[config.mk]
export PLATFORM = sky130hd
export DESIGN_NAME = tar_header_field_extractor_unit_flat
export DESIGN_NICKNAME = d
export VERILOG_FILES = /design/src/rtl/thfe_pkg.sv /design/src/rtl/thfe_if.sv /design/src/rtl/tar_header_field_extractor_unit.sv /design/src/rtl/thfe_field_parser.sv /design/src/flat_wrapper.sv
export SDC_FILE = /design/constraint.sdc
export NUM_CORES = 1
export LEC_CHECK = 0
export ABC_AREA = 1
export BUFFER_PORTS_ARGS = -buffer_cell sky130_fd_sc_hd__buf_2
export CORE_MARGIN = 2
export CORE_UTILIZATION = 40
export CTS_BUF_LIST = sky130_fd_sc_hd__clkbuf_4 sky130_fd_sc_hd__clkbuf_8
export CTS_CLUSTER_DIAMETER = 40
export CTS_CLUSTER_SIZE = 28
export DETAILED_ROUTE_END_ITERATION = 7
export GPL_TIMING_DRIVEN = 0
export PLACE_DENSITY_LB_ADDON = 0.15
export RECOVER_POWER = 50
export SLEW_MARGIN = 20
export SYNTH_ARGS = -nofsm -noshare
export SYNTH_HDL_FRONTEND = slang
export SYNTH_HIERARCHICAL = 1
export SYNTH_SLANG_ARGS = --single-unit
[constraint.sdc]
create_clock -name clk_i -period 4.6 [get_ports clk_i]
set_input_delay 0.46 -clock clk_i [delete_from_list [all_inputs] [get_ports clk_i]]
set_output_delay 0.46 -clock clk_i [all_outputs]
set_load 0.005 [all_outputs]
[src/rtl/thfe_pkg.sv]
// Package: shared constants, types and a decode helper of the tar header field extractor.
`default_nettype none

package thfe_pkg;

  // Block geometry
  localparam int unsigned BlockLen   = 512;
  localparam int unsigned PosW       = $clog2(BlockLen);
  localparam int unsigned NumFields  = 5;

  // Field order inside the stop vector
  localparam int unsigned FldMode = 0;
  localparam int unsigned FldUid  = 1;
  localparam int unsigned FldGid  = 2;
  localparam int unsigned FldSize = 3;
  localparam int unsigned FldTime = 4;

  localparam logic [PosW-1:0] FieldStart [NumFields] = '{
    PosW'(100), PosW'(108), PosW'(116), PosW'(124), PosW'(136)
  };
  localparam logic [PosW-1:0] FieldEnd [NumFields] = '{
    PosW'(108), PosW'(116), PosW'(124), PosW'(136), PosW'(148)
  };

  localparam logic [PosW-1:0] TypeflagPos = PosW'(156);
  localparam logic [PosW-1:0] LastPos     = PosW'(BlockLen - 1);

  // Payload widths
  localparam int unsigned ByteW  = 8;
  localparam int unsigned IdW    = 24;
  localparam int unsigned LongW  = 36;
  localparam int unsigned KindW  = 3;

  // ASCII codes
  localparam logic [ByteW-1:0] ChZero  = 8'h30;
  localparam logic [ByteW-1:0] ChOne   = 8'h31;
  localparam logic [ByteW-1:0] ChThree = 8'h33;
  localparam logic [ByteW-1:0] ChFour  = 8'h34;
  localparam logic [ByteW-1:0] ChFive  = 8'h35;
  localparam logic [ByteW-1:0] ChSix   = 8'h36;
  localparam logic [ByteW-1:0] ChSeven = 8'h37;

  typedef enum logic [KindW-1:0] {
    KIND_REGULAR = 3'd0,
    KIND_LINK    = 3'd1,
    KIND_CHAR    = 3'd2,
    KIND_BLOCK   = 3'd3,
    KIND_DIR     = 3'd4,
    KIND_FIFO    = 3'd5
  } file_kind_e;

  typedef struct packed {
    logic [IdW-1:0]   file_mode;
    logic [IdW-1:0]   owner_id;
    logic [IdW-1:0]   group_id;
    logic [LongW-1:0] file_size;
    logic [LongW-1:0] mod_time;
    logic [KindW-1:0] file_kind;
  } hdr_result_t;

  // Map the type flag byte to a file kind
  function automatic file_kind_e decode_kind(logic [ByteW-1:0] b);
    file_kind_e k;
    case (b)
      ChOne:   k = KIND_LINK;
      ChThree: k = KIND_CHAR;
      ChFour:  k = KIND_BLOCK;
      ChFive:  k = KIND_DIR;
      ChSix:   k = KIND_FIFO;
      default: k = KIND_REGULAR;
    endcase
    return k;
  endfunction

endpackage

`default_nettype wire

[src/rtl/thfe_if.sv]
// Interfaces: header byte channel and result channel with valid/ready handshake.
`default_nettype none

interface thfe_hdr_if;
  logic       valid;
  logic       ready;
  logic [7:0] hdr_byte;

  modport source (output valid, output hdr_byte, input ready);
  modport sink   (input valid, input hdr_byte, output ready);
endinterface

interface thfe_res_if;
  logic        valid;
  logic        ready;
  logic [23:0] file_mode;
  logic [23:0] owner_id;
  logic [23:0] group_id;
  logic [35:0] file_size;
  logic [35:0] mod_time;
  logic [2:0]  file_kind;

  modport source (output valid, output file_mode, output owner_id, output group_id,
                  output file_size, output mod_time, output file_kind, input ready);
  modport sink   (input valid, input file_mode, input owner_id, input group_id,
                  input file_size, input mod_time, input file_kind, output ready);
endinterface

`default_nettype wire

[src/rtl/tar_header_field_extractor_unit.sv]
// Top level: tar header field extractor with input register, parser and result register.
//
//   channel   dir   payload                                                  handshake
//   hdr_i     in    hdr_byte[7:0]                                             valid/ready
//   res_o     out   file_mode[23:0] owner_id[23:0] group_id[23:0]             valid/ready
//                   file_size[35:0] mod_time[35:0] file_kind[2:0]
//
// One byte is taken per cycle unless the last byte of a block waits on a full result
// register; the 512th byte passes the input register, then loads result and valid registers.
// Reset clears the byte position, accumulators, stop bits and both valid flags.
// Only the last byte of a block waits on a full result register; all other bytes keep
// flowing while a result waits to be taken.
`default_nettype none

module tar_header_field_extractor_unit (
  input  logic       clk_i,
  input  logic       rst_ni,
  thfe_hdr_if.sink   hdr_i,
  thfe_res_if.source res_o
);
  import thfe_pkg::*;

  logic             in_valid_q;
  logic [ByteW-1:0] in_byte_q;
  logic             res_valid_q, res_valid_d;
  hdr_result_t      res_q;
  hdr_result_t      parse_res;
  logic             parse_last;
  logic             res_free;
  logic             step;

  // Advance the input register unless its last byte meets a full result register
  assign res_free    = !res_valid_q || res_o.ready;
  assign step        = in_valid_q && (!parse_last || res_free);
  assign hdr_i.ready = !in_valid_q || step;

  always_ff @(posedge clk_i or negedge rst_ni) begin
    if (!rst_ni) begin
      in_valid_q <= 1'b0;
    end else if (hdr_i.ready) begin
      in_valid_q <= hdr_i.valid;
    end
  end

  always_ff @(posedge clk_i) begin
    if (hdr_i.ready && hdr_i.valid) begin
      in_byte_q <= hdr_i.hdr_byte;
    end
  end

  thfe_field_parser u_parser (
    .clk_i    (clk_i),
    .rst_ni   (rst_ni),
    .step_i   (step),
    .byte_i   (in_byte_q),
    .last_o   (parse_last),
    .result_o (parse_res)
  );

  // Load the result register on the last byte, drop it when taken
  always_comb begin
    res_valid_d = res_valid_q;
    if (res_o.ready) res_valid_d = 1'b0;
    if (step && parse_last) res_valid_d = 1'b1;
  end

  always_ff @(posedge clk_i or negedge rst_ni) begin
    if (!rst_ni) begin
      res_valid_q <= 1'b0;
    end else begin
      res_valid_q <= res_valid_d;
    end
  end

  always_ff @(posedge clk_i) begin
    if (step && parse_last) begin
      res_q <= parse_res;
    end
  end

  assign res_o.valid     = res_valid_q;
  assign res_o.file_mode = res_q.file_mode;
  assign res_o.owner_id  = res_q.owner_id;
  assign res_o.group_id  = res_q.group_id;
  assign res_o.file_size = res_q.file_size;
  assign res_o.mod_time  = res_q.mod_time;
  assign res_o.file_kind = res_q.file_kind;

  // A taken last byte always yields a result in the next cycle
  a_last_gives_result: assert property (@(posedge clk_i) disable iff (!rst_ni)
    step && parse_last |=> res_valid_q)
    else $error("last byte of block did not load a result");

  // Bytes other than the last never stall the input
  a_mid_block_flows: assert property (@(posedge clk_i) disable iff (!rst_ni)
    in_valid_q && !parse_last |-> hdr_i.ready)
    else $error("input stalled on a mid-block byte");

  // A waiting result is not overwritten before it is taken
  a_no_overwrite: assert property (@(posedge clk_i) disable iff (!rst_ni)
    res_valid_q && !res_o.ready |-> !(step && parse_last))
    else $error("result overwritten while waiting");

endmodule

`default_nettype wire

[src/rtl/thfe_field_parser.sv]
// Field parser: byte position counter, octal accumulators, stop bits and type flag decode.
`default_nettype none

module thfe_field_parser (
  input  logic                       clk_i,
  input  logic                       rst_ni,
  input  logic                       step_i,
  input  logic [thfe_pkg::ByteW-1:0] byte_i,
  output logic                       last_o,
  output thfe_pkg::hdr_result_t      result_o
);
  import thfe_pkg::*;

  logic [PosW-1:0]      pos_q, pos_d;
  logic [IdW-1:0]       mode_q, mode_d, uid_q, uid_d, gid_q, gid_d;
  logic [LongW-1:0]     size_q, size_d, time_q, time_d;
  logic [NumFields-1:0] stop_q, stop_d;
  file_kind_e           kind_q, kind_d;

  logic [NumFields-1:0] live;
  logic                 is_digit;
  logic [2:0]           digit;

  // Classify the byte and find the field that the position falls in
  always_comb begin
    is_digit = (byte_i >= ChZero) && (byte_i <= ChSeven);
    digit    = 3'(byte_i - ChZero);
    for (int f = 0; f < NumFields; f++) begin
      live[f] = (pos_q >= FieldStart[f]) && (pos_q < FieldEnd[f]) && !stop_q[f];
    end
  end

  assign last_o = (pos_q == LastPos);

  // Shift a digit into the live field, or stop it
  always_comb begin
    pos_d  = pos_q;
    mode_d = mode_q;
    uid_d  = uid_q;
    gid_d  = gid_q;
    size_d = size_q;
    time_d = time_q;
    stop_d = stop_q;
    kind_d = kind_q;
    if (step_i) begin
      pos_d = pos_q + PosW'(1);
      if (is_digit) begin
        if (live[FldMode]) mode_d = {mode_q[IdW-4:0], digit};
        if (live[FldUid])  uid_d  = {uid_q[IdW-4:0], digit};
        if (live[FldGid])  gid_d  = {gid_q[IdW-4:0], digit};
        if (live[FldSize]) size_d = {size_q[LongW-4:0], digit};
        if (live[FldTime]) time_d = {time_q[LongW-4:0], digit};
      end else begin
        stop_d = stop_q | live;
      end
      if (pos_q == TypeflagPos) kind_d = decode_kind(byte_i);
      // Clear the block state once the last byte is taken
      if (last_o) begin
        pos_d  = '0;
        mode_d = '0;
        uid_d  = '0;
        gid_d  = '0;
        size_d = '0;
        time_d = '0;
        stop_d = '0;
        kind_d = KIND_REGULAR;
      end
    end
  end

  always_ff @(posedge clk_i or negedge rst_ni) begin
    if (!rst_ni) begin
      pos_q  <= '0;
      mode_q <= '0;
      uid_q  <= '0;
      gid_q  <= '0;
      size_q <= '0;
      time_q <= '0;
      stop_q <= '0;
      kind_q <= KIND_REGULAR;
    end else begin
      pos_q  <= pos_d;
      mode_q <= mode_d;
      uid_q  <= uid_d;
      gid_q  <= gid_d;
      size_q <= size_d;
      time_q <= time_d;
      stop_q <= stop_d;
      kind_q <= kind_d;
    end
  end

  // Present the finished values; the last byte lies outside every field
  always_comb begin
    result_o.file_mode = mode_q;
    result_o.owner_id  = uid_q;
    result_o.group_id  = gid_q;
    result_o.file_size = size_q;
    result_o.mod_time  = time_q;
    result_o.file_kind = kind_q;
  end

endmodule

`default_nettype wire

[src/flat_wrapper.sv]
// flat-port wrapper written by rule: the top's interface ports become plain ports
module tar_header_field_extractor_unit_flat import thfe_pkg::*;
  (clk_i, rst_ni, hdr_i_valid, hdr_i_hdr_byte, hdr_i_ready, res_o_valid, res_o_file_mode, res_o_owner_id, res_o_group_id, res_o_file_size, res_o_mod_time, res_o_file_kind, res_o_ready);
  thfe_hdr_if hdr_i_i ();
  thfe_res_if res_o_i ();
  input  logic clk_i;
  input  logic rst_ni;
  input wire logic [$bits(hdr_i_i.valid)-1:0] hdr_i_valid;
  input wire logic [$bits(hdr_i_i.hdr_byte)-1:0] hdr_i_hdr_byte;
  output wire logic [$bits(hdr_i_i.ready)-1:0] hdr_i_ready;
  output wire logic [$bits(res_o_i.valid)-1:0] res_o_valid;
  output wire logic [$bits(res_o_i.file_mode)-1:0] res_o_file_mode;
  output wire logic [$bits(res_o_i.owner_id)-1:0] res_o_owner_id;
  output wire logic [$bits(res_o_i.group_id)-1:0] res_o_group_id;
  output wire logic [$bits(res_o_i.file_size)-1:0] res_o_file_size;
  output wire logic [$bits(res_o_i.mod_time)-1:0] res_o_mod_time;
  output wire logic [$bits(res_o_i.file_kind)-1:0] res_o_file_kind;
  input wire logic [$bits(res_o_i.ready)-1:0] res_o_ready;
  assign hdr_i_i.valid = hdr_i_valid;
  assign hdr_i_i.hdr_byte = hdr_i_hdr_byte;
  assign hdr_i_ready = hdr_i_i.ready;
  assign res_o_valid = res_o_i.valid;
  assign res_o_file_mode = res_o_i.file_mode;
  assign res_o_owner_id = res_o_i.owner_id;
  assign res_o_group_id = res_o_i.group_id;
  assign res_o_file_size = res_o_i.file_size;
  assign res_o_mod_time = res_o_i.mod_time;
  assign res_o_file_kind = res_o_i.file_kind;
  assign res_o_i.ready = res_o_ready;
  tar_header_field_extractor_unit u_core (.clk_i(clk_i), .rst_ni(rst_ni), .hdr_i(hdr_i_i), .res_o(res_o_i));
endmodule
**Yosys cells after proc, flatten, opt, wreduce, memory -nomap -nowiden**

Cells that the tools add are included.

- Equal/unequal tests: 8
- Add/sub/neg operators: 2
- Bitwise gates (word level): 1
- Muxes and demuxes: 23
- Reductions and logical operators: 40
- Magnitude comparators: 12

Operators with widths:

| cell | number |
|---|---|
| 2-to-1 mux 24 bit | 9 |
| 2-to-1 mux 36 bit | 6 |
| equality test 8 x 6 -> 1 bit (second input constant) | 5 |
| >= comparator 9 x 7 -> 1 bit (second input constant) | 4 |
| less-than comparator 9 x 7 -> 1 bit (second input constant) | 3 |
| less-than comparator 9 x 8 -> 1 bit (second input constant) | 2 |
| nonzero test 2 bit | 8 |
| one-hot mux 3 bit (5 select lines) | 1 |
| AND reduction 3 bit | 5 |
| logical AND 1 bit | 14 |
| 2-to-1 mux 5 bit | 2 |
| adder 9 x 1 -> 9 bit (second input constant) | 1 |
| equality test 9 x 8 -> 1 bit (second input constant) | 1 |
| equality test 9 bit (second input constant) | 1 |
| >= comparator 9 x 8 -> 1 bit (second input constant) | 1 |
| 2-to-1 mux 9 bit | 1 |
| >= comparator 8 x 6 -> 1 bit (second input constant) | 1 |
| <= comparator 8 x 6 -> 1 bit (second input constant) | 1 |
| logical NOT 1 bit | 8 |
| 2-to-1 mux 3 bit | 2 |
| bitwise OR 5 bit | 1 |
| AND reduction 2 bit | 2 |
| logical OR 1 bit | 3 |
| subtractor 3 x 1 -> 3 bit (second input constant) | 1 |
| other kinds (2) | 3 |

- Logic and storage cells: 103
- Output and inout port bits: 149
- Register bits: 318

**Longest topological paths before layout**

- Depth in word-level cells: 6
- Depth in mapped cells: 16

**Hierarchy**

Netlist, hierarchy kept.

By module, submodules not included:

| module | instances | cells an instance | sequential area each (sq um) | area an instance (sq um) |
|---|---|---|---|---|
| thfe_field_parser | 1 | 813 | 4028.9 | 7363.3 |
| tar_header_field_extractor_unit | 1 | 170 | 4704.5 | 4764.6 |

**Least setup slack after synthesis**

OpenSTA, ideal clock, no wires.

- Path type: register to register
- From: reg u_core.u_parser.pos_q[3]
- To: reg u_core.res_q (netlist bit u_core/res_o.file_kind[0]) (enable)
- Slack: 69 ps
- Stages on the path, launching flop included: 8
- Library setup time: 500 ps
- Required time: 4100 ps
- Data arrival time: 4031 ps
- Cells stage by stage: dfrtp_1 nand2_2 nor2_1 nand2_1 inv_1 ha_1 nand3_1 inv_1

- Cells in the longest elaborated chain, start to end: 5

Ends and longest elaborated chain:

| element | RTL line | text |
|---|---|---|
| from (decl) | thfe_field_parser.sv:14 | `logic [PosW-1:0] pos_q, pos_d;` |
| from (signal assigned) | thfe_field_parser.sv:82 | `pos_q <= pos_d;` |
| equality test 9 bit (*) | thfe_field_parser.sv:33 | `assign last_o = (pos_q == LastPos);` |
| net u_core.parse_last | tar_header_field_extractor_unit.sv:28 | `logic parse_last;` |
| logical NOT 1 bit | tar_header_field_extractor_unit.sv:34 | `assign step = in_valid_q && (!parse_last \|\| res_free);` |
| logical OR 1 bit | tar_header_field_extractor_unit.sv:34 |  |
| logical AND 1 bit | tar_header_field_extractor_unit.sv:34 |  |
| logical AND 1 bit (*) | tar_header_field_extractor_unit.sv:76 | `if (step && parse_last) begin` |
| to (signal assigned) | tar_header_field_extractor_unit.sv:77 | `res_q <= parse_res;` |
| to (decl) | tar_header_field_extractor_unit.sv:26 | `hdr_result_t res_q;` |

Mark *: on every way through the listed nets, which the timed path passes. The rest lies on a longest branch.
A chain may end at the register's enable or synchronous reset.

**Worst setup path in the final report**

- From: reg u_core.u_parser.pos_q[3]
- To: reg u_core.u_parser.uid_q[1]

- Cells in the longest elaborated chain, start to end: 5
- Elaborated cells on any way between the ends: 12

Ends and longest elaborated chain:

| element | RTL line | text |
|---|---|---|
| equality test 9 bit | thfe_field_parser.sv:33 |  |
| net u_core.parse_last | tar_header_field_extractor_unit.sv:28 |  |
| logical NOT 1 bit | tar_header_field_extractor_unit.sv:34 |  |
| logical OR 1 bit | tar_header_field_extractor_unit.sv:34 |  |
| logical AND 1 bit | tar_header_field_extractor_unit.sv:34 |  |
| net u_core.step | tar_header_field_extractor_unit.sv:30 | `logic step;` |
| AND reduction 3 bit (no line) | n/a |  |
| to (signal assigned) | thfe_field_parser.sv:84 | `uid_q <= uid_d;` |
| to (decl) | thfe_field_parser.sv:15 | `logic [IdW-1:0] mode_q, mode_d, uid_q, uid_d, gid_q, gid_d;` |

The timed path passes the listed nets, and every way through them passes these cells.

==> flow_summary.ini <==
[status]
status = finished with violations
violations = capacitance limit, slew limit

[placed_design]
io_buffers = 160
routabilityCongestion = 0.823
place_hpwl_um = 16900
postPlaceCellArea_um2 = 13500
dp_cells = 1535

[cells_and_area]
nFillCells = 2793
diodes = 0
final_util_pct = 48.3
drive_gt1_share_pct = 23.5
multi_input_area_um2 = 2800
area_growth_pct = 18.5
final_cells = 1613
fin_area_um2 = 14400
final_nets = 1205
seq_area_um2 = 8730

[timing]
setup-violations-final = 0
finalHoldViolCount = 0
period_needed_ns = 3.14
slew_headroom_pct = -43.9
fmax_mhz = 318
fin_crit_sh_pct = 68.3
clock_skew_ns = 0.0319
worst_pin_slew_ns = 2.16
rsz0062_at_grt = no
slew_viol_final = 80

[yosys]
yosys.area.top_type = edfxtp_1
synth_most_common_cell = nand3_1
synth_ff_type = dfrtp_1
synthDistinctLibCells = 32
synthTopCellsByCount = 239 x nand3_1, 199 x nand2_1, 163 x dfrtp_1
synth_edf_count = 155
synthesis.nets = 998
netlist_top_cells_area = edfxtp_1 38%, dfrtp_1 34%, nand3_1 9.9%
seq_area_frac_synth_pct = 72.0
yosys_warnings = 6
async_flop_share_pct = 51.3
syn_avg_cell_area_um2 = 12.3
ys_seq_elements = 318
netlist_area_um2 = 12100
postSynthCellCount = 983
synth_top_area_share_pct = 38.4

[clock_tree]
tritoncts = yes
cts_buffer_depth = 3
clk_latency_ns = 0.55
cts_max_level = 2
ctsRootBufferMaster = clkbuf_8
clk_pin_slew_ns = 0.07
post_cts_resized = 0
cts-buffers-inserted = 42
cts_sinks = 318

[worst_setup_path]
cp_common_cell = nand2_1
worst_path_largest_cell_delay_ns = 0.55
cp.required_ns = 5.06
end_kind = register
path_buf_inv = 5
crit_path_cell_trace = nand2_2 > nor2_1 > nand2_1 > inv_1 > ha_1 > nand3_1 > nand2_1 > inv_1 > buf_2 > nand2_1 > buf_2 > clkbuf_1 > nand3_1 > nand2_1
crit_slowest_cell = clkbuf_1
crit_arrival_ns = 3.60
path_delay_family = buffers and inverters
path_class = register to register
startpoint_type = register
critPathMaxFanout = 10

[die]
rows = 63
die_h_um = 178
initial_core_util_pct = 40.8
coreArea_um2 = 29700
ios = 161
dieArea_um2 = 31700
die_w_um = 178

[pwr]
p_int_mw = 4.28
finalPower_mw = 5.64
power_density_nw_per_um2 = 393
p_leak_nw = 6.37
switching_share_pct = 24.2
clockPowerShare_pct = 40.1
comb_power_share_pct = 6.3
irDropWorstVdd_v = 0.000223
p_switching_mw = 1.36
seq_power_share_pct = 53.7

[min_path]
hold_path_class = input pin to register

[routing]
vias_per_cell = 5.07
routed_wl_um = 26500
first_pass_iters = 5
wl_per_cell_um = 16.4
vias = 8180
drc_errors = 0
drt_iter0_markers = 717
antenna_left = 0

[global_route]
grt_pass1_wl_um = 42000
track_usage_pct = 16.8
grt_max_degree = 85
grt_remaining_overflow = 0
first_global_vias = 7667
grt_antenna_before_repair = 0

[job]
maxCapViolations = 1
## path summary, 6_finish.rpt
kind | from | depth (start not counted) | slack (ns) | to
min in group asynchronous | rst_ni | 2 | 1.03 | u_core/u_parser/gid_q[12]
max | u_core/u_parser/pos_q[3] | 14 | 1.46 | u_core/u_parser/uid_q[1]
min reg2reg | u_core/u_parser/size_q[34] | 0 | 0.44 | u_core/res_o.file_size[34]
max in group asynchronous | rst_ni | 2 | 2.20 | u_core/u_parser/uid_q[23]
min | hdr_i_hdr_byte[0] | 1 | 0.09 | u_core/in_byte_q[0]
max reg2reg | u_core/u_parser/pos_q[3] | 14 | 1.46 | u_core/u_parser/uid_q[1]
## worst register-to-register path, delay by kind of cell, from the launching register on
kind / cells / cell delay, ns
buffers and inverters: 5 / 1.18
flip-flops: 1 / 0.49
adder cells (fa/ha/maj): 1 / 0.35
AND/OR/NAND/NOR: 8 / 1.06
## cell families after synthesis
| group | after synthesis | share of synthesized area [%] |
|---|---|---|
| simple gates | 543 | 21.9 |
| flops | 318 | 72.0 |
| buf+inv | 98 | 4.90 |
| compound gates | 21 | 0.929 |
| fa+ha+maj | 3 | 0.310 |
## sequential cells by signal, indices dropped and copies added (netlist names), 5 cells and up
register,count
u_core/res_o.file_size,36
u_core/res_o.mod_time,36
u_core/u_parser/size_q,36
u_core/u_parser/time_q,36
u_core/res_o.file_mode,24
u_core/res_o.group_id,24
u_core/res_o.owner_id,24
u_core/u_parser/gid_q,24
u_core/u_parser/mode_q,24
u_core/u_parser/uid_q,24
u_core/u_parser/pos_q,9
u_core/in_byte_q,8
u_core/u_parser/stop_q,5
## timing repair
action                                  in CTS  in global routing
endpoints found under the setup margin       0                  0
buffers inserted                             0                  0
hold buffers                                 1                  0
hold endpoints to repair                    79                  0
## metrics by stage
stage | hold WS [ns] | worst slack, ns | TNS, ns
floorplan | 0.164 | 0.0694 | 0
global placement | 0.433 | -1.61 | -233.88
detailed placement | 0.436 | 1.42 | 0
CTS | 0.0579 | 1.39 | 0
global route | 0.0558 | 1.12 | 0
finish | 0.0904 | 1.46 | 0
## cell usage in the layout, fill, tap and decap left out, types with 4 or more instances in the layout
cell type	count
o21ai_0	8
buf_4	15
clkbuf_4	7
clkbuf_8	44
clkbuf_1	40
clkinv_1	4
buf_1	7
clkinv_2	5
buf_6	11
inv_2	9
nor2_2	4
dfrtp_1	163
edfxtp_1	155
nand2_2	6
buf_2	143
nand3_1	239
nor2_1	17
nand2_1	199
a21oi_1	9
nand4_1	57
nor2_4	8
inv_6	8
buf_12	4
inv_1	25
## routing by layer
metal / global-route usage (%) / up-vias / wire length, um / share of wire, %
met5: 0 / - / 0 / 0
met4: 4.82 / 0 / 610 / 2.3
met3: 2.92 / 49 / 1410 / 5.3
met2: 25.7 / 236 / 12300 / 46
met1: 24.7 / 4000 / 12200 / 46
li1: - / 3895 / - / -
## power groups by stage
stage | registers (mW) | logic [mW] | clock network (mW)
6_report | 3.03 | 0.353 | 2.26
5_1_grt | 3.03 | 0.396 | 2.47
4_1_cts | 3.03 | 0.359 | 2.34
3_5_place_dp | 3.09 | 0.357 | 0
3_3_place_gp | 3.09 | 0.350 | 0
2_1_floorplan | 3.08 | 0.265 | 0
## final cells by class
| type | instances | area share, % |
|---|---|---|
| plain buffers | 63 | 3.22 |
| clock buffers | 49 | 4.48 |
| clock inverters | 28 | 1.87 |
| inverters | 35 | 0.967 |
| multi-input cells | 567 | 19.5 |
| flip-flops and latches | 318 | 60.8 |
| well taps | 390 | 3.40 |
| repair buffers | 163 | 5.78 |
Note: power is estimated with default switching activity, not from simulation.
